File: config.mk
export PLATFORM = sky130hd
export DESIGN_NAME = sorted_priority_queue_core
export DESIGN_NICKNAME = d
export VERILOG_FILES = /design/src/hdl/spq_pkg.sv /design/src/hdl/sorted_priority_queue_core.sv /design/src/hdl/spq_cell.sv
export SDC_FILE = /design/constraint.sdc
export NUM_CORES = 2
export LEC_CHECK = 0
export ABC_AREA = 1
export BUFFER_PORTS_ARGS = -buffer_cell sky130_fd_sc_hd__buf_4
export CORE_UTILIZATION = 61
export DETAILED_ROUTE_END_ITERATION = 12
export PLACE_DENSITY = 0.81
export SKIP_LAST_GASP = 1
export SYNTH_ARGS = -nofsm -noshare
export SYNTH_HDL_FRONTEND = slang
export SYNTH_HIERARCHICAL = 1
export SYNTH_SLANG_ARGS = --single-unit
File: constraint.sdc
create_clock -name clk_i -period 6.7 [get_ports clk_i]
set_input_delay 0.67 -clock clk_i [delete_from_list [all_inputs] [get_ports clk_i]]
set_output_delay 0.67 -clock clk_i [all_outputs]
set_load 0.005 [all_outputs]
File: src/hdl/spq_pkg.sv
package spq_pkg;

  localparam int unsigned VAL_W  = 32;
  localparam int unsigned PRI_W  = 16;
  localparam int unsigned ACT_W  = 2;
  localparam int unsigned STAT_W = 2;
  localparam int unsigned OCC_W  = 5;

  localparam logic [ACT_W-1:0] ACT_INSERT = 2'd0;
  localparam logic [ACT_W-1:0] ACT_REMOVE = 2'd1;
  localparam logic [ACT_W-1:0] ACT_PEEK   = 2'd2;

  localparam logic [STAT_W-1:0] STAT_OK    = 2'd0;
  localparam logic [STAT_W-1:0] STAT_EMPTY = 2'd1;
  localparam logic [STAT_W-1:0] STAT_FULL  = 2'd2;

  typedef struct packed {
    logic signed [VAL_W-1:0] value;
    logic signed [PRI_W-1:0] prio;
  } entry_t;

  // Broadcast from the controller to every cell of the chain.
  typedef struct packed {
    logic   insert;
    logic   remove;
    entry_t new_entry;
  } spq_ctrl_t;

endpackage

File: src/hdl/sorted_priority_queue_core.sv
// Channel | Direction | Handshake             | Payload
// in      | into core | in_valid_i/in_stall_o  | action_i, item_value_i, item_priority_i
// out     | from core | out_valid_o/out_stall_i| out_value_o, out_priority_o, status_o,
//         |           |                        | occupancy_o
//
// Every item passes through the cell chain; one item can enter per cycle while in_stall_o is low.
// The result appears in the output register the cycle after acceptance.
// in_stall_o is high only while a result waits and out_stall_i holds it.
// Reset clears the entry count and the output valid; cell contents stay undefined.
// Only cells below the count are ever read, so no clearing pass is needed.
module sorted_priority_queue_core
  import spq_pkg::*;
#(
  parameter int unsigned CAPACITY = 16
) (
  input  logic                     clk_i,
  input  logic                     rst_ni,
  input  logic                     in_valid_i,
  output logic                     in_stall_o,
  input  logic [ACT_W-1:0]         action_i,
  input  logic signed [VAL_W-1:0]  item_value_i,
  input  logic signed [PRI_W-1:0]  item_priority_i,
  output logic                     out_valid_o,
  input  logic                     out_stall_i,
  output logic signed [VAL_W-1:0]  out_value_o,
  output logic signed [PRI_W-1:0]  out_priority_o,
  output logic [STAT_W-1:0]        status_o,
  output logic [OCC_W-1:0]         occupancy_o
);

  localparam int unsigned CntW = $clog2(CAPACITY + 1);

  logic [CntW-1:0]     count_q, count_d;
  logic                out_valid_q, out_valid_d;
  logic [VAL_W-1:0]    out_value_q, out_value_d;
  logic [PRI_W-1:0]    out_prio_q, out_prio_d;
  logic [STAT_W-1:0]   status_q, status_d;
  logic [OCC_W-1:0]    occ_q, occ_d;

  logic                accept;
  logic                is_ins, is_read, full, empty;
  logic [CntW+OCC_W-1:0] count_ext;
  spq_ctrl_t           ctrl;
  entry_t              cell_entry [CAPACITY];
  logic                cell_keep  [CAPACITY];

  // Take a new item unless a finished result is held by the consumer.
  assign in_stall_o = out_valid_q && out_stall_i;
  assign accept     = in_valid_i && !in_stall_o;

  assign is_ins  = (action_i == ACT_INSERT);
  assign is_read = (action_i == ACT_REMOVE) || (action_i == ACT_PEEK);
  assign full    = (count_q == CntW'(CAPACITY));
  assign empty   = (count_q == '0);

  // Drive the chain: insert shifts toward the tail, remove toward the head.
  assign ctrl.insert          = accept && is_ins && !full;
  assign ctrl.remove          = accept && (action_i == ACT_REMOVE) && !empty;
  assign ctrl.new_entry.value = item_value_i;
  assign ctrl.new_entry.prio  = item_priority_i;

  for (genvar i = 0; i < CAPACITY; i++) begin : g_cell
    logic   occupied;
    logic   left_keep;
    entry_t left_entry;
    entry_t right_entry;

    assign occupied = (count_q > CntW'(i));

    if (i == 0) begin : g_head
      assign left_keep  = 1'b1;
      assign left_entry = ctrl.new_entry;
    end else begin : g_body
      assign left_keep  = cell_keep[i-1];
      assign left_entry = cell_entry[i-1];
    end

    if (i == CAPACITY - 1) begin : g_tail
      assign right_entry = cell_entry[i];
    end else begin : g_inner
      assign right_entry = cell_entry[i+1];
    end

    spq_cell u_cell (
      .clk_i        (clk_i),
      .ctrl_i       (ctrl),
      .occupied_i   (occupied),
      .left_keep_i  (left_keep),
      .left_entry_i (left_entry),
      .right_entry_i(right_entry),
      .entry_o      (cell_entry[i]),
      .keep_o       (cell_keep[i])
    );
  end

  // Advance the count with the chain.
  always_comb begin
    count_d = count_q;
    if (ctrl.insert) begin
      count_d = count_q + CntW'(1);
    end else if (ctrl.remove) begin
      count_d = count_q - CntW'(1);
    end
  end

  // Zero-extend the count; its low bits fill the occupancy field.
  assign count_ext = {{OCC_W{1'b0}}, count_d};

  // Build the result from the head cell as it stands before the update.
  always_comb begin
    out_valid_d = out_valid_q;
    out_value_d = out_value_q;
    out_prio_d  = out_prio_q;
    status_d    = status_q;
    occ_d       = occ_q;
    if (out_valid_q && !out_stall_i) begin
      out_valid_d = 1'b0;
    end
    if (accept) begin
      out_valid_d = 1'b1;
      out_value_d = '0;
      out_prio_d  = '0;
      status_d    = STAT_OK;
      occ_d       = count_ext[OCC_W-1:0];
      if (is_ins && full) begin
        status_d = STAT_FULL;
      end else if (is_read && empty) begin
        status_d = STAT_EMPTY;
      end else if (is_read) begin
        out_value_d = cell_entry[0].value;
        out_prio_d  = cell_entry[0].prio;
      end
    end
  end

  always_ff @(posedge clk_i or negedge rst_ni) begin
    if (!rst_ni) begin
      count_q     <= '0;
      out_valid_q <= 1'b0;
    end else begin
      count_q     <= count_d;
      out_valid_q <= out_valid_d;
    end
  end

  // Hold payload registers without reset.
  always_ff @(posedge clk_i) begin
    out_value_q <= out_value_d;
    out_prio_q  <= out_prio_d;
    status_q    <= status_d;
    occ_q       <= occ_d;
  end

  assign out_valid_o    = out_valid_q;
  assign out_value_o    = out_value_q;
  assign out_priority_o = out_prio_q;
  assign status_o       = status_q;
  assign occupancy_o    = occ_q;

endmodule

File: src/hdl/spq_cell.sv
module spq_cell
  import spq_pkg::*;
(
  input  logic      clk_i,
  input  spq_ctrl_t ctrl_i,
  input  logic      occupied_i,
  input  logic      left_keep_i,
  input  entry_t    left_entry_i,
  input  entry_t    right_entry_i,
  output entry_t    entry_o,
  output logic      keep_o
);

  entry_t entry_q;
  entry_t entry_d;

  // Stay in place on insert when held priority is at least the new one.
  assign keep_o  = occupied_i &&
                   ($signed(entry_q.prio) >= $signed(ctrl_i.new_entry.prio));
  assign entry_o = entry_q;

  always_comb begin
    entry_d = entry_q;
    if (ctrl_i.insert) begin
      if (!keep_o) begin
        entry_d = left_keep_i ? ctrl_i.new_entry : left_entry_i;
      end
    end else if (ctrl_i.remove) begin
      entry_d = right_entry_i;
    end
  end

  always_ff @(posedge clk_i) begin
    entry_q <= entry_d;
  end

endmodule

Word-level counts from Yosys, hierarchy flattened
Cells that the tools add are included.
{"block": "word_totals", "word_cells": 208, "output_inout_bits": 57, "regBits": 829, "in_bits": 54}
{"block": "op_classes", "n_eq_ne": 18, "n_bitwise": 2, "n_mux": 65, "add_sub_neg": 2, "n_lt_le_gt_ge": 32, "n_reduce_logical": 51}
{"operator": "$mux 48", "count": 60}
{"operator": "$ge 16x16->1", "count": 16}
{"operator": "$gt 5x4->1 const B", "count": 8}
{"operator": "$reduce_and 2->1", "count": 16}
{"operator": "$ne 2x2->1 const B", "count": 15}
{"operator": "$logic_and 1x1->1", "count": 25}
{"operator": "$gt 5x3->1 const B", "count": 4}
{"operator": "$gt 5x1->1 const B", "count": 2}
{"operator": "$gt 5x2->1 const B", "count": 2}
{"operator": "$mux 5", "count": 2}
{"operator": "$add 5x1->5 const B", "count": 1}
{"operator": "$eq 5x5->1 const B", "count": 1}
{"operator": "$logic_not 5->1", "count": 1}
{"operator": "$sub 5x1->5 const B", "count": 1}
{"operator": "$logic_not 1->1", "count": 4}
{"operator": "$reduce_bool 2->1", "count": 2}
{"operator": "$mux 1", "count": 3}
{"operator": "$reduce_or 3->1", "count": 1}
{"operator": "$eq 2x1->1 const B", "count": 1}
{"operator": "$eq 2x2->1 const B", "count": 1}
{"operator": "$logic_not 2->1", "count": 1}
{"operator": "$not 1->1", "count": 2}
{"operator": "$logic_or 1x1->1", "count": 1}

Logic depth before layout (Yosys ltp)
{"block": "depth", "word_depth": 7, "mapped_depth": 21, "ltp_nobuf": 18}

By module
The synthesis kept the hierarchy.
{"module": "spq_cell at g_cell[0].u_cell ...", "area_each_um2": 2879.0, "cells_per_inst": 344, "n_inst": 10, "seq_area_each_um2": 1441.4}
{"module": "spq_cell at g_cell[4].u_cell ...", "area_each_um2": 2867.8, "cells_per_inst": 344, "n_inst": 6, "seq_area_each_um2": 1441.4}
{"module": "sorted_priority_queue_core", "area_each_um2": 2899.0, "cells_per_inst": 275, "n_inst": 1, "seq_area_each_um2": 1801.7}

Worst setup path after synthesis
No wires, ideal clock.
{"block": "synth_timing", "kind": "input to register", "from": "input out_stall_i", "to": "register g_cell[4].u_cell.entry_q, in the netlist g_cell[4].u_cell/entry_o[0], enable pin", "t_required_ns": 6.117, "setup_ns": 0.583, "t_arrival_ns": 5.297, "path_buffers": 2, "stages": 10, "path_slack_ns": 0.820, "path_cell_list": "nand2_1 nand2_1 inv_1 nand3_1 inv_1 inv_1 buf_2 buf_2 nand2_1 nand2_1"}
{"item": "start, declared", "line": "sorted_priority_queue_core.sv:24", "rtl": "input logic out_stall_i,"}
{"item": "end signal, assigned", "line": "spq_cell.sv:34", "rtl": "entry_q <= entry_d;"}
{"item": "end, declared", "line": "spq_cell.sv:14", "rtl": "entry_t entry_q;"}

==> metrics.md <==
| Metric | Value |
|---|---|
| Status | `completed` |
| Die area | `~80000 um^2` |
| Worst Path Arrival | `approximately 4600 ps` |
| CTS resizes | `0` |
| Congestion Overflow GR | `0` |
| Num CTS Buffers | `88` |
| Chip height | `285 um` |
| Synth Instances | `between 5000 and 6000` |
| Finished Layout Cells | `6816` |
| Per-cell routed wire length | `19.8 um` |
| Diode count | `0` |
| WHS Endpoint | `out_valid_o` |
| Crit end category | `flip-flop` |
| Layout Nets | `approximately 6000` |
| IO Count | `111` |
| TNS Setup | `0 ps` |
| Cell Area, Synth | `48900 um^2` |
| Number of global-route vias before repair | `~42000` |
| Syn. warnings | `6` |
| Max Fclk | `about 0.24 GHz` |
| Number of cells on the worst hold path | `3` |
| Final worst-path cycle share | `62.8%` |
| Hold path start | `out_stall_i` |
| # setup viols final | `0` |
| Antenna-violating nets left | `0` |
| Total Power | `16.0 mW` |
| GRT Total Usage | `32.8%` |
| Number of clock sinks | `between 800 and 900` |
| Worst slew pin tran | `1270 ps` |
| Routed wire length | `between 100 and 150 mm` |
| Peak VDD IR | `0.244 mV` |
| First-pass GRT wire length | `216 mm` |
| Iteration count of the initial detailed-routing pass | `6` |
| Tmin final | `4210 ps` |
| Initial antenna violation count | `0` |
| Die width | `285 um` |
| Final Wtd Congestion | `0.924` |
| Initial DRC count | `approximately 5200` |
| Max-cap violations | `0` |
| CTS tree | `done` |
| H-tree depth | `3` |
| Reg2Reg Depth | `9` |
| Core Area | `79100 um^2` |
| Syn_area_per_cell | `8.46 um^2` |
| Largest net degree at the start of global routing | `129` |
| Max-slew violations | `0` |
| # DRC | `0` |
| Reg2reg end | `g_cell[13].u_cell/entry_o[24]` |
| Clk_lat worst skew | `670 ps` |
| Core Rows | `103` |
| Cells after DPL | `6655` |
| Crit path launch type | `flip-flop` |
| Vias/cell | `6.17` |
| Flop2flop setup slack | `between 2000 and 2500 ps` |
| Clock Skews | `27.4 ps` |
| Layout area overhead | `7.08%` |
| HPWL Detailed | `~90 mm` |
| IO buf count | `110` |
| Worst EP required | `7050 ps` |
| RSZ-0062 raised after global routing | `no` |
| Hold Fails Final Rpt | `0` |
| CTS root buffer | `clkbuf_16` |
| Via count | `42066` |
| Crit Path Max Fanout | `128` |
| CP Class | `reg -> reg` |
| Max_slew headroom | `15.0%` |
| Leak | `21.9 nW` |
| Clk buf depth | `3` |
| Ratio of cells with drive above 1 in the final layout | `between 7 and 8%` |
| Initial Util | `61.8%` |
| PD cells | `305 nW/um^2` |
| Clk slew on worst S/H paths | `60 ps` |
| Critical R2R Launch | `count_q[0]` |
| HP Class | `in -> reg` |
what timing repair did:
action | in CTS | in global routing
buffers inserted | 0 | 0
hold buffers | 1 | 0
endpoints found under the hold margin | 6 | 0
worst max-delay path, cell delays in order (launching register included):
cell	delay (ps)
dfrtp_1	440
inv_1	160
ha_1	280
nand3_2	100
nand3_1	290
inv_8	600
buf_4	600
nand2_1	150
nand2_2	750
buf_4	380
layer usage:
| layer | vias up | routed length [um] | global-route usage (%) |
|---|---|---|---|
| li1 | 19360 | - | - |
| met1 | 19836 | 50700 | 41.5 |
| met2 | 2409 | 67400 | 56.3 |
| met3 | 461 | 11300 | 4.45 |
| met4 | 0 | 5770 | 14.8 |
| met5 | - | 0 | 0 |
cell usage in the layout (no fill, tap or decap), types with 16 or more instances in the layout:
| cell | n |
|---|---|
| a21o_1 | 16 |
| ha_1 | 264 |
| nor2_2 | 47 |
| edfxtp_1 | 823 |
| clkbuf_1 | 19 |
| nor2_1 | 868 |
| clkbuf_16 | 88 |
| o21ai_1 | 568 |
| nand3_1 | 69 |
| a21oi_1 | 98 |
| inv_2 | 48 |
| nand2_2 | 44 |
| nand2_1 | 1152 |
| inv_1 | 420 |
| o21ai_0 | 990 |
| buf_4 | 152 |
| clkinv_2 | 17 |
| clkinv_1 | 35 |
state kept, by name, indices dropped and copies added (netlist names):
register,flops
g_cell.u_cell/entry_o,768
status_o,2
out_value_o,32
count_q,5
out_valid_o,1
out_priority_o,16
occupancy_o,5
report_power, final:
part,switching (mW),total (mW),leakage (nW),internal (mW)
Combinational,3.05,4.10,12.9,1.05
Clock,2.16,4.85,1.36,2.69
Sequential,0.418,7.02,7.69,6.60
Total,5.63,16.0,21.9,10.3
worst max-delay path by stage:
stage	start	end	slack [ps]
5_1_grt	count_q[0]	g_cell[13].u_cell/entry_o[24]	2260
2_1_floorplan	out_stall_i	g_cell[4].u_cell/entry_o[0]	820
3_5_place_dp	action_i[1]	g_cell[13].u_cell/entry_o[19]	2420
6_report	count_q[0]	g_cell[13].u_cell/entry_o[24]	2490
4_1_cts	count_q[0]	g_cell[13].u_cell/entry_o[24]	2590
3_3_place_gp	action_i[1]	g_cell[13].u_cell/entry_o[23]	2490
area by class of cell:
type | count | area (um^2)
well taps | 1050 | 1310
flip-flops and latches | 829 | 24900
inverters | 485 | 1830
clock buffers | 109 | 2300
fillers | 6259 | 26800
multi-input cells | 4139 | 20400
repair buffers | 153 | 1150
clock inverters | 51 | 498
through the flow:
stage / setup WS [ps] / hold WS, ps / cell area, um^2 / util, %
after floorplan: 820 / 374 / 48900 / -
after global routing: 2260 / 343 / 52400 / 66.2
after CTS: 2590 / 321 / 52400 / 66.2
after detailed placement: 2420 / 484 / 49500 / 62.6
after global placement: 2490 / 484 / 49500 / 62.6
final: 2490 / 320 / 52400 / 66.2
No activity file was read; power rests on OpenSTA's default activity.
